[src/hw/rtl/pctc_pkg.sv]
// ----------------------------------------------------------------------------
// pctc_pkg: shared types and constants
// Field widths, mode and matrix codes, and the command and status bundles
// passed between the controller and the datapath.
// ----------------------------------------------------------------------------
package pctc_pkg;

  localparam int VC_W   = 5;
  localparam int ROW_W  = 16;
  localparam int RIDX_W = 4;
  localparam int CNT_W  = 5;
  localparam int HIST_W = 6;

  localparam logic [VC_W-1:0] VC_RESET = 5'd16;

  localparam logic MODE_LOAD  = 1'b0;
  localparam logic MODE_CMP   = 1'b1;
  localparam logic MAT_FIRST  = 1'b0;
  localparam logic MAT_SECOND = 1'b1;

  typedef struct packed {
    logic load;
    logic clear;
    logic chk;
    logic chk_done;
    logic rewind;
    logic walk;
    logic capture;
    logic sel;
  } cmd_t;

  typedef struct packed {
    logic scan_end;
    logic walk_end;
  } sts_t;

  function automatic logic [RIDX_W-1:0] low_bit_index(input logic [ROW_W-1:0] v);
    logic [RIDX_W-1:0] idx;
    idx = '0;
    for (int i = ROW_W - 1; i >= 0; i--) begin
      if (v[i]) idx = RIDX_W'(i);
    end
    return idx;
  endfunction

endpackage

[src/hw/rtl/pctc_ctrl.sv]
// ----------------------------------------------------------------------------
// pctc_ctrl: compare sequencer
// Accepts row loads and compare requests, steps the datapath through the
// well-formedness scan and the cycle walk of each matrix, and owns out_valid.
// ----------------------------------------------------------------------------
module pctc_ctrl
  import pctc_pkg::*;
(
  input  logic clk,
  input  logic rst_n,
  input  logic in_valid,
  output logic in_ready,
  input  logic in_mode,
  output logic out_valid,
  input  logic out_ready,
  output cmd_t cmd,
  input  sts_t sts
);

  typedef enum logic [3:0] {
    S_IDLE = 4'b0001,
    S_CHK  = 4'b0010,
    S_WLK  = 4'b0100,
    S_FIN  = 4'b1000
  } state_t;

  state_t state_r, state_nxt;
  logic   mat_r, mat_nxt;
  logic   out_valid_r, out_valid_nxt;

  assign in_ready  = (state_r == S_IDLE);
  assign out_valid = out_valid_r;

  always_comb begin
    cmd       = '0;
    cmd.sel   = mat_r;
    state_nxt = state_r;
    mat_nxt   = mat_r;
    unique case (state_r)
      S_IDLE: begin
        if (in_valid) begin
          if (in_mode == MODE_CMP) begin
            cmd.clear = 1'b1;
            mat_nxt   = MAT_FIRST;
            state_nxt = S_CHK;
          end else begin
            cmd.load = 1'b1;
          end
        end
      end
      S_CHK: begin
        if (sts.scan_end) begin
          cmd.rewind   = 1'b1;
          cmd.chk_done = 1'b1;
          if (mat_r == MAT_FIRST) begin
            mat_nxt = MAT_SECOND;
          end else begin
            mat_nxt   = MAT_FIRST;
            state_nxt = S_WLK;
          end
        end else begin
          cmd.chk = 1'b1;
        end
      end
      S_WLK: begin
        if (sts.walk_end) begin
          if (mat_r == MAT_FIRST) begin
            cmd.rewind = 1'b1;
            mat_nxt    = MAT_SECOND;
          end else begin
            state_nxt = S_FIN;
          end
        end else begin
          cmd.walk = 1'b1;
        end
      end
      S_FIN: begin
        if (!out_valid_r || out_ready) begin
          cmd.capture = 1'b1;
          state_nxt   = S_IDLE;
        end
      end
      default: state_nxt = S_IDLE;
    endcase
  end

  assign out_valid_nxt = cmd.capture | (out_valid_r & ~out_ready);

  always_ff @(posedge clk) begin
    if (!rst_n) begin
      state_r     <= S_IDLE;
      mat_r       <= MAT_FIRST;
      out_valid_r <= 1'b0;
    end else begin
      state_r     <= state_nxt;
      mat_r       <= mat_nxt;
      out_valid_r <= out_valid_nxt;
    end
  end

  a_cmp_starts_scan: assert property (@(posedge clk) disable iff (!rst_n)
    (in_valid && in_ready && in_mode == MODE_CMP) |=> (state_r == S_CHK))
    else $error("compare beat did not start the scan");

  a_no_result_overwrite: assert property (@(posedge clk) disable iff (!rst_n)
    cmd.capture |-> (!out_valid_r || out_ready))
    else $error("result captured over a pending beat");

  a_walk_to_fin: assert property (@(posedge clk) disable iff (!rst_n)
    (state_r == S_WLK && sts.walk_end && mat_r == MAT_SECOND) |=> (state_r == S_FIN))
    else $error("second walk end did not finish the compare");

endmodule

[src/hw/rtl/pctc_dp.sv]
// ----------------------------------------------------------------------------
// pctc_dp: row store, permutation check and cycle walk datapath
// Holds both matrices and the vertex count, checks one row per step, follows
// one edge per step, and keeps a difference histogram of cycle lengths.
// ----------------------------------------------------------------------------
module pctc_dp
  import pctc_pkg::*;
#(
  parameter int MAX_VERTICES = 16
) (
  input  logic               clk,
  input  logic               rst_n,
  input  logic               cfg_wr_en,
  input  logic [VC_W-1:0]    cfg_wr_data,
  input  logic               in_matrix_select,
  input  logic [RIDX_W-1:0]  in_row_index,
  input  logic [ROW_W-1:0]   in_row_bits,
  input  cmd_t               cmd,
  output sts_t               sts,
  output logic               out_isomorphic,
  output logic               out_malformed,
  output logic [CNT_W-1:0]   out_cycles_first,
  output logic [CNT_W-1:0]   out_cycles_second
);

  localparam int ROWS = (MAX_VERTICES < ROW_W) ? MAX_VERTICES : ROW_W;
  localparam int IDXW = $clog2(ROWS);
  localparam int NW   = IDXW + 1;

  logic [VC_W-1:0]          vc_r;
  logic [ROW_W-1:0]         mem_r [2][ROWS];
  logic [NW-1:0]            r_r;
  logic [ROW_W-1:0]         cols_r;
  logic [1:0]               ok_r;
  logic [ROWS-1:0]          vis_r;
  logic [IDXW-1:0]          cur_r;
  logic [IDXW-1:0]          start_r;
  logic [IDXW-1:0]          len_r;
  logic                     incyc_r;
  logic signed [HIST_W-1:0] hist_r [ROWS];
  logic [NW-1:0]            nz_r;
  logic [CNT_W-1:0]         cnt_r [2];

  logic [NW-1:0]            n;
  logic [ROW_W-1:0]         mask;
  logic [IDXW-1:0]          v_addr;
  logic [ROW_W-1:0]         row;
  logic                     row_one;
  logic [RIDX_W-1:0]        low_idx;
  logic [IDXW-1:0]          nxt;
  logic [IDXW-1:0]          st;
  logic [IDXW-1:0]          ln;
  logic                     skip;
  logic                     close;
  logic signed [HIST_W-1:0] hist_old;
  logic signed [HIST_W-1:0] hist_new;

  always_comb begin
    if (vc_r > VC_W'(ROWS)) n = NW'(ROWS);
    else                    n = vc_r[NW-1:0];
    for (int j = 0; j < ROW_W; j++) begin
      mask[j] = (VC_W'(j) < VC_W'(n));
    end
  end

  assign v_addr   = incyc_r ? cur_r : r_r[IDXW-1:0];
  assign row      = mem_r[cmd.sel][v_addr] & mask;
  assign row_one  = (row != '0) && ((row & (row - 16'd1)) == '0);
  assign low_idx  = low_bit_index(row);
  assign nxt      = low_idx[IDXW-1:0];
  assign st       = incyc_r ? start_r : r_r[IDXW-1:0];
  assign ln       = incyc_r ? len_r : '0;
  assign skip     = !incyc_r && vis_r[r_r[IDXW-1:0]];
  assign close    = (nxt == st);
  assign hist_old = hist_r[ln];
  assign hist_new = (cmd.sel == MAT_SECOND) ? hist_old - 6'sd1 : hist_old + 6'sd1;

  assign sts.scan_end = (r_r == n);
  assign sts.walk_end = (r_r == n) || !ok_r[cmd.sel];

  always_ff @(posedge clk) begin
    if (!rst_n) begin
      vc_r <= VC_RESET;
    end else if (cfg_wr_en) begin
      vc_r <= cfg_wr_data;
    end
  end

  always_ff @(posedge clk) begin
    if (cmd.load && ({1'b0, in_row_index} < VC_W'(ROWS))) begin
      mem_r[in_matrix_select][in_row_index[IDXW-1:0]] <= in_row_bits;
    end
  end

  always_ff @(posedge clk) begin
    if (!rst_n || cmd.clear) begin
      r_r     <= '0;
      cols_r  <= '0;
      ok_r    <= 2'b11;
      vis_r   <= '0;
      cur_r   <= '0;
      start_r <= '0;
      len_r   <= '0;
      incyc_r <= 1'b0;
      nz_r    <= '0;
      cnt_r[0] <= '0;
      cnt_r[1] <= '0;
      for (int i = 0; i < ROWS; i++) hist_r[i] <= '0;
    end else if (cmd.rewind) begin
      r_r     <= '0;
      cols_r  <= '0;
      vis_r   <= '0;
      incyc_r <= 1'b0;
      if (cmd.chk_done && cols_r != mask) ok_r[cmd.sel] <= 1'b0;
    end else if (cmd.chk) begin
      if (!row_one || (cols_r & row) != '0) ok_r[cmd.sel] <= 1'b0;
      cols_r <= cols_r | row;
      r_r    <= r_r + 1'b1;
    end else if (cmd.walk) begin
      if (skip) begin
        r_r <= r_r + 1'b1;
      end else begin
        vis_r[v_addr] <= 1'b1;
        if (close) begin
          // cycle closed: log its length
          hist_r[ln] <= hist_new;
          if (hist_old == '0)      nz_r <= nz_r + 1'b1;
          else if (hist_new == '0) nz_r <= nz_r - 1'b1;
          cnt_r[cmd.sel] <= cnt_r[cmd.sel] + 1'b1;
          incyc_r <= 1'b0;
          r_r     <= r_r + 1'b1;
        end else begin
          cur_r   <= nxt;
          start_r <= st;
          len_r   <= ln + 1'b1;
          incyc_r <= 1'b1;
        end
      end
    end
  end

  always_ff @(posedge clk) begin
    if (cmd.capture) begin
      out_isomorphic    <= ok_r[0] && ok_r[1] && (nz_r == '0);
      out_malformed     <= !(ok_r[0] && ok_r[1]);
      out_cycles_first  <= cnt_r[0];
      out_cycles_second <= cnt_r[1];
    end
  end

  a_clear_state: assert property (@(posedge clk) disable iff (!rst_n)
    cmd.clear |=> (nz_r == '0 && ok_r == 2'b11))
    else $error("compare start left stale state");

  a_walk_in_range: assert property (@(posedge clk) disable iff (!rst_n)
    (cmd.walk && incyc_r) |-> ({1'b0, cur_r} < n))
    else $error("walk left the active vertex range");

  a_result_consistent: assert property (@(posedge clk) disable iff (!rst_n)
    $past(cmd.capture) |-> !(out_isomorphic && out_malformed))
    else $error("isomorphic reported on a malformed matrix");

endmodule

[src/hw/rtl/permutation_cycle_type_compare.sv]
// ----------------------------------------------------------------------------
// permutation_cycle_type_compare: compares the cycle types of two matrices
// Row loads are accepted one beat per cycle while no compare is in progress. A
// compare beat scans every active row of each matrix, then walks each well-formed
// matrix, stepping once per vertex plus once per already visited row. Synchronous
// active-low reset clears control state and sets vertex_count to 16; stored rows
// are undefined until loaded.
// ----------------------------------------------------------------------------
module permutation_cycle_type_compare
  import pctc_pkg::*;
#(
  parameter int MAX_VERTICES = 16
) (
  input  logic              clk,
  input  logic              rst_n,
  input  logic              cfg_wr_en,
  input  logic [VC_W-1:0]   cfg_wr_data,
  input  logic              in_valid,
  output logic              in_ready,
  input  logic              in_mode,
  input  logic              in_matrix_select,
  input  logic [RIDX_W-1:0] in_row_index,
  input  logic [ROW_W-1:0]  in_row_bits,
  output logic              out_valid,
  input  logic              out_ready,
  output logic              out_isomorphic,
  output logic              out_malformed,
  output logic [CNT_W-1:0]  out_cycles_first,
  output logic [CNT_W-1:0]  out_cycles_second
);

  cmd_t cmd;
  sts_t sts;

  pctc_ctrl u_ctrl (
    .clk       (clk),
    .rst_n     (rst_n),
    .in_valid  (in_valid),
    .in_ready  (in_ready),
    .in_mode   (in_mode),
    .out_valid (out_valid),
    .out_ready (out_ready),
    .cmd       (cmd),
    .sts       (sts)
  );

  pctc_dp #(
    .MAX_VERTICES (MAX_VERTICES)
  ) u_dp (
    .clk               (clk),
    .rst_n             (rst_n),
    .cfg_wr_en         (cfg_wr_en),
    .cfg_wr_data       (cfg_wr_data),
    .in_matrix_select  (in_matrix_select),
    .in_row_index      (in_row_index),
    .in_row_bits       (in_row_bits),
    .cmd               (cmd),
    .sts               (sts),
    .out_isomorphic    (out_isomorphic),
    .out_malformed     (out_malformed),
    .out_cycles_first  (out_cycles_first),
    .out_cycles_second (out_cycles_second)
  );

endmodule

[config.mk]
export PLATFORM = sky130hd
export DESIGN_NAME = permutation_cycle_type_compare
export DESIGN_NICKNAME = d
export VERILOG_FILES = /design/src/hw/rtl/pctc_pkg.sv /design/src/hw/rtl/pctc_ctrl.sv /design/src/hw/rtl/pctc_dp.sv /design/src/hw/rtl/permutation_cycle_type_compare.sv
export SDC_FILE = /design/constraint.sdc
export NUM_CORES = 1
export LEC_CHECK = 0
export BUFFER_PORTS_ARGS = -buffer_cell sky130_fd_sc_hd__clkbuf_2
export CAP_MARGIN = 30
export CORE_MARGIN = 2
export CORE_UTILIZATION = 57
export CTS_CLUSTER_DIAMETER = 120
export DETAILED_ROUTE_END_ITERATION = 10
export HOLD_SLACK_MARGIN = 0.06
export MAX_ROUTING_LAYER = met4
export PLACE_DENSITY = 0.73
export SLEW_MARGIN = 20
export SYNTH_ARGS = -nofsm -noshare
export SYNTH_HDL_FRONTEND = slang
export SYNTH_SLANG_ARGS = --single-unit
[constraint.sdc]
create_clock -name clk -period 5.1 [get_ports clk]
set_clock_uncertainty 0.15 [all_clocks]
set_input_delay 1.02 -clock clk [delete_from_list [all_inputs] [get_ports clk]]
set_output_delay 1.02 -clock clk [all_outputs]
set_load 0.005 [all_outputs]
==> flow_summary.ini <==
[synth]
postSynthCellCount = 2200
synth_nets = 2248
yosys_register_bits = 699
synth_edf_count = 630
seq_area_frac_synth_pct = 66.0
syn_avg_cell_area_um2 = 14.0
ys.flop_type = edfxtp_1
synthArstFlopShare_pct = 0
ys_types = 96
yosysWarnings = 0
synthesis.area_um2 = 30800

[routing]
vias = 20500
ant_nets = 0
wl_per_cell_um = 27.4
dr.pass1.iters = 6
drt-initial-drc-count = 2373
drc = 0
viasPerCell = 6.58
wl_um = 85100

[worst_setup_path]
endpoint_kind = flip-flop
crit_arrival_ns = 5.23
crit_path_start_kind = flip-flop
path_class = reg2reg
path_cells = or3_1 > buf_12 > a21oi_1 > o41ai_4 > a41oi_2 > or2_1 > or3b_4 > and4bb_1 > a211oi_2 > a22oi_4 > and3_1 > buf_4 > nand3_1 > nand2_2
required_ns = 5.27
path_buf_inv = 2
crit_path_top_delay_cell = dfxtp_1
cpPeakStageDelay_ns = 0.62
cp_top_family = simple AND/OR/NAND/NOR gates
worst-path-max-fanout = 36
crit_start = u_dp.r_r[0]
r2r-start = u_dp.r_r[0]

[global_route]
grt_use_met3_pct = 5.38
top_usage_layer = met2
grt.overflow.total = 0
grt_use_met1_pct = 41.6
antenna_found_initial = 4
gr-usage-all-layers_pct = 31.4
grt_start_max_net_pins = 48
grt_pass1_vias = 19600
use_met2_pct = 47.8
grt_pass1_wl_um = 126000

[worst_hold_path]
min_path_type = reg2reg
min-delay-start = u_dp.cnt_r[0][0]

[timing]
slew_headroom_pct = 38.6
whs_ns = 0.307
slew_violations = 0
worst_slew_pin_slew_ns = 0.897
period_needed_ns = 5.05
fmax_mhz = 198
setup-violations-final = 0
hold_viol_final = 0
finalCritPeriodShare_pct = 99.1

[floorplanning]
die_y_um = 236
rows = 85
design.die.area_um2 = 55800
chipWidth_um = 236
fp.coreArea_um2 = 53600
pin_count = 46
start_util_pct = 57.4

[placement]
port_buffers = 45
hpwl_um = 55600
gp_congestion = 1.02

[pwr]
power.total_mw = 13.2
p_per_area_nw_per_um2 = 374
p_leak_nw = 11.7
ir_drop_v = 0.000275

[job]
cap_violations = 0

[cts]
tritoncts = done
numCtsBuffers = 74
clk_path_buf_depth = 3
clk_latency_ns = 0.63
hold_buffers = 0
cts_sinks = 699
htree_levels = 3
root_buffer = clkbuf_16
cts.reportedPaths.clkPinSlew_ns = 0.06

[layout]
fillers = 3825
synthToLayoutAreaGrowth_pct = 14.5
multi_input_area_um2 = 9690
layout-drive-gt1-share_pct = 18.8
layout.area.seq_um2 = 20300
finalNetCount = 2402
utilization_pct = 65.7

[outcome]
status = complete, no violations
==> per-layer routing <==
layer  share of wire (%)  up-vias  wire [um]
li1                    -     8922          -
met1                  40    10100      33600
met2                  47     1175      39700
met4                 5.1        0       4370
met3                 8.7      233       7400
met5                   0        -          0
==> area by class of cell <==
| cell class | instances | share of cell area, % |
|---|---|---|
| clock inverter | 42 | 1.37 |
| antenna | 4 | 0.0284 |
| tap | 696 | 2.47 |
| inverter | 18 | 0.192 |
| clock buffer | 88 | 5.49 |
| multi-input combinational | 1331 | 27.5 |
| sequential | 699 | 57.6 |
| timing repair buffer | 230 | 5.30 |
==> placed cells by master, fill, tap and decap left out, drive strengths merged, types with 10 or more instances in the layout <==
| cell | netlist | routed |
|---|---|---|
| a21oi | 214 | 214 |
| a211oi | 13 | 13 |
| mux2 | 28 | 28 |
| mux2i | 274 | 274 |
| nand2 | 65 | 65 |
| o31ai | 15 | 15 |
| and3 | 11 | 11 |
| nand3 | 28 | 28 |
| o21ai | 109 | 109 |
| edfxtp | 630 | 630 |
| nor2 | 168 | 168 |
| nor3 | 26 | 26 |
| nand3b | 9 | 11 |
| dfxtp | 69 | 69 |
| xnor2 | 12 | 12 |
| o22ai | 13 | 13 |
| nor4 | 56 | 56 |
| clkbuf | 74 | 133 |
| a22o | 11 | 11 |
| o41ai | 34 | 34 |
| a31oi | 16 | 16 |
| buf | 80 | 185 |
| inv | 17 | 21 |
| nand2b | 10 | 10 |
| ha | 14 | 14 |
| clkinv | 1 | 26 |
| nor2b | 19 | 19 |
| and2 | 11 | 11 |
| o2111ai | 16 | 16 |
| xor2 | 11 | 11 |
| a41oi | 14 | 14 |
==> report_power, final <==
part	leakage, nW	switching (mW)	internal (mW)
registers	6.39	0.0512	6.32
clock network	1.18	2.22	3.18
logic	4.15	0.876	0.513
==> state kept, by name, indices dropped and copies added, names as in the netlist, 2 cells and up, named ones only <==
name,cells
u_dp.len_r,4
out_cycles_second,5
u_dp.start_r,4
u_dp.mem_r,512
u_dp.cnt_r,10
u_dp.r_r,5
u_dp.hist_r,96
u_dp.cols_r,16
u_ctrl.state_r,4
u_dp.nz_r,5
u_dp.vis_r,16
u_dp.vc_r,5
u_dp.ok_r,2
u_dp.cur_r,4
out_cycles_first,5
==> worst reg2reg max path, cell delays in order (launching register included) <==
cell and delay (ns):
dfxtp_1 0.62, or3_1 0.30, buf_12 0.26, a21oi_1 0.20, o41ai_4 0.54, a41oi_2 0.33
or2_1 0.32, or3b_4 0.43, and4bb_1 0.30, a211oi_2 0.05, a22oi_4 0.18, and3_1 0.32
buf_4 0.24, nand3_1 0.26, nand2_2 0.23
==> cell usage after synthesis (15+ instances only) <==
cell type	n	area, um2
a21oi_1	210	1050
buf_4	17	128
o41ai_1	27	236
o21ai_0	104	521
o2111ai_1	16	140
edfxtp_1	630	18900
buf_6	22	248
clkbuf_1	74	278
mux2i_1	274	2740
inv_1	17	63.8
mux2_2	26	293
nand2_1	65	244
nor2b_1	19	119
o31ai_1	15	113
nand3_1	27	135
nor3_1	25	125
nor4_1	47	294
nor2_1	166	623
a31oi_1	16	100
dfxtp_1	69	1380
buf_2	29	145
==> final timing paths <==
kind | slack [ns] | to | cells after the start
worst max-delay path | 0.05 | u_dp.hist_r[5][3] | 14
worst min-delay path | 0.31 | out_cycles_first[0] | 0
worst max register to register | 0.05 | u_dp.hist_r[5][3] | 14
worst min register to register | 0.31 | out_cycles_first[0] | 0
==> repair_timing <==
item                                   in CTS  in global routing
pin swaps                                   0                  1
endpoints found under the hold margin       0                  0
gates cloned                                2                  0
buffers inserted                            0                  0
gates resized for setup                    13                 11
setup endpoints to repair                  98                149
==> kinds of logic after synthesis <==
logic type               count (synthesis)  synth area share [%]
flip-flops                             699                  66.0
AND/OR/NAND/NOR                        447                  7.58
multiplexers                           310                  10.5
adder cells (fa/ha/maj)                 16                 0.700
buffers and inverters                  172                  3.14
XOR/XNOR                                23                 0.740
AO/OA/AOI/OAI                          533                  11.3
==> metrics by stage <==
| stage | area, um2 | instances | TNS, ns | worst slack, ns |
|---|---|---|---|---|
| 2_1_floorplan | 30800 | 2200 | 0 | 0.459 |
| 3_3_place_gp | 32500 | 2960 | -2.69 | -0.118 |
| 3_5_place_dp | 32600 | 2967 | -8.75 | -0.195 |
| 4_1_cts | 35100 | 3099 | 0 | 0.00312 |
| 5_1_grt | 35200 | 3108 | -0.731 | -0.0703 |
| 6_report | 35200 | 3108 | 0 | 0.0483 |
(Power assumes the default switching activity.)
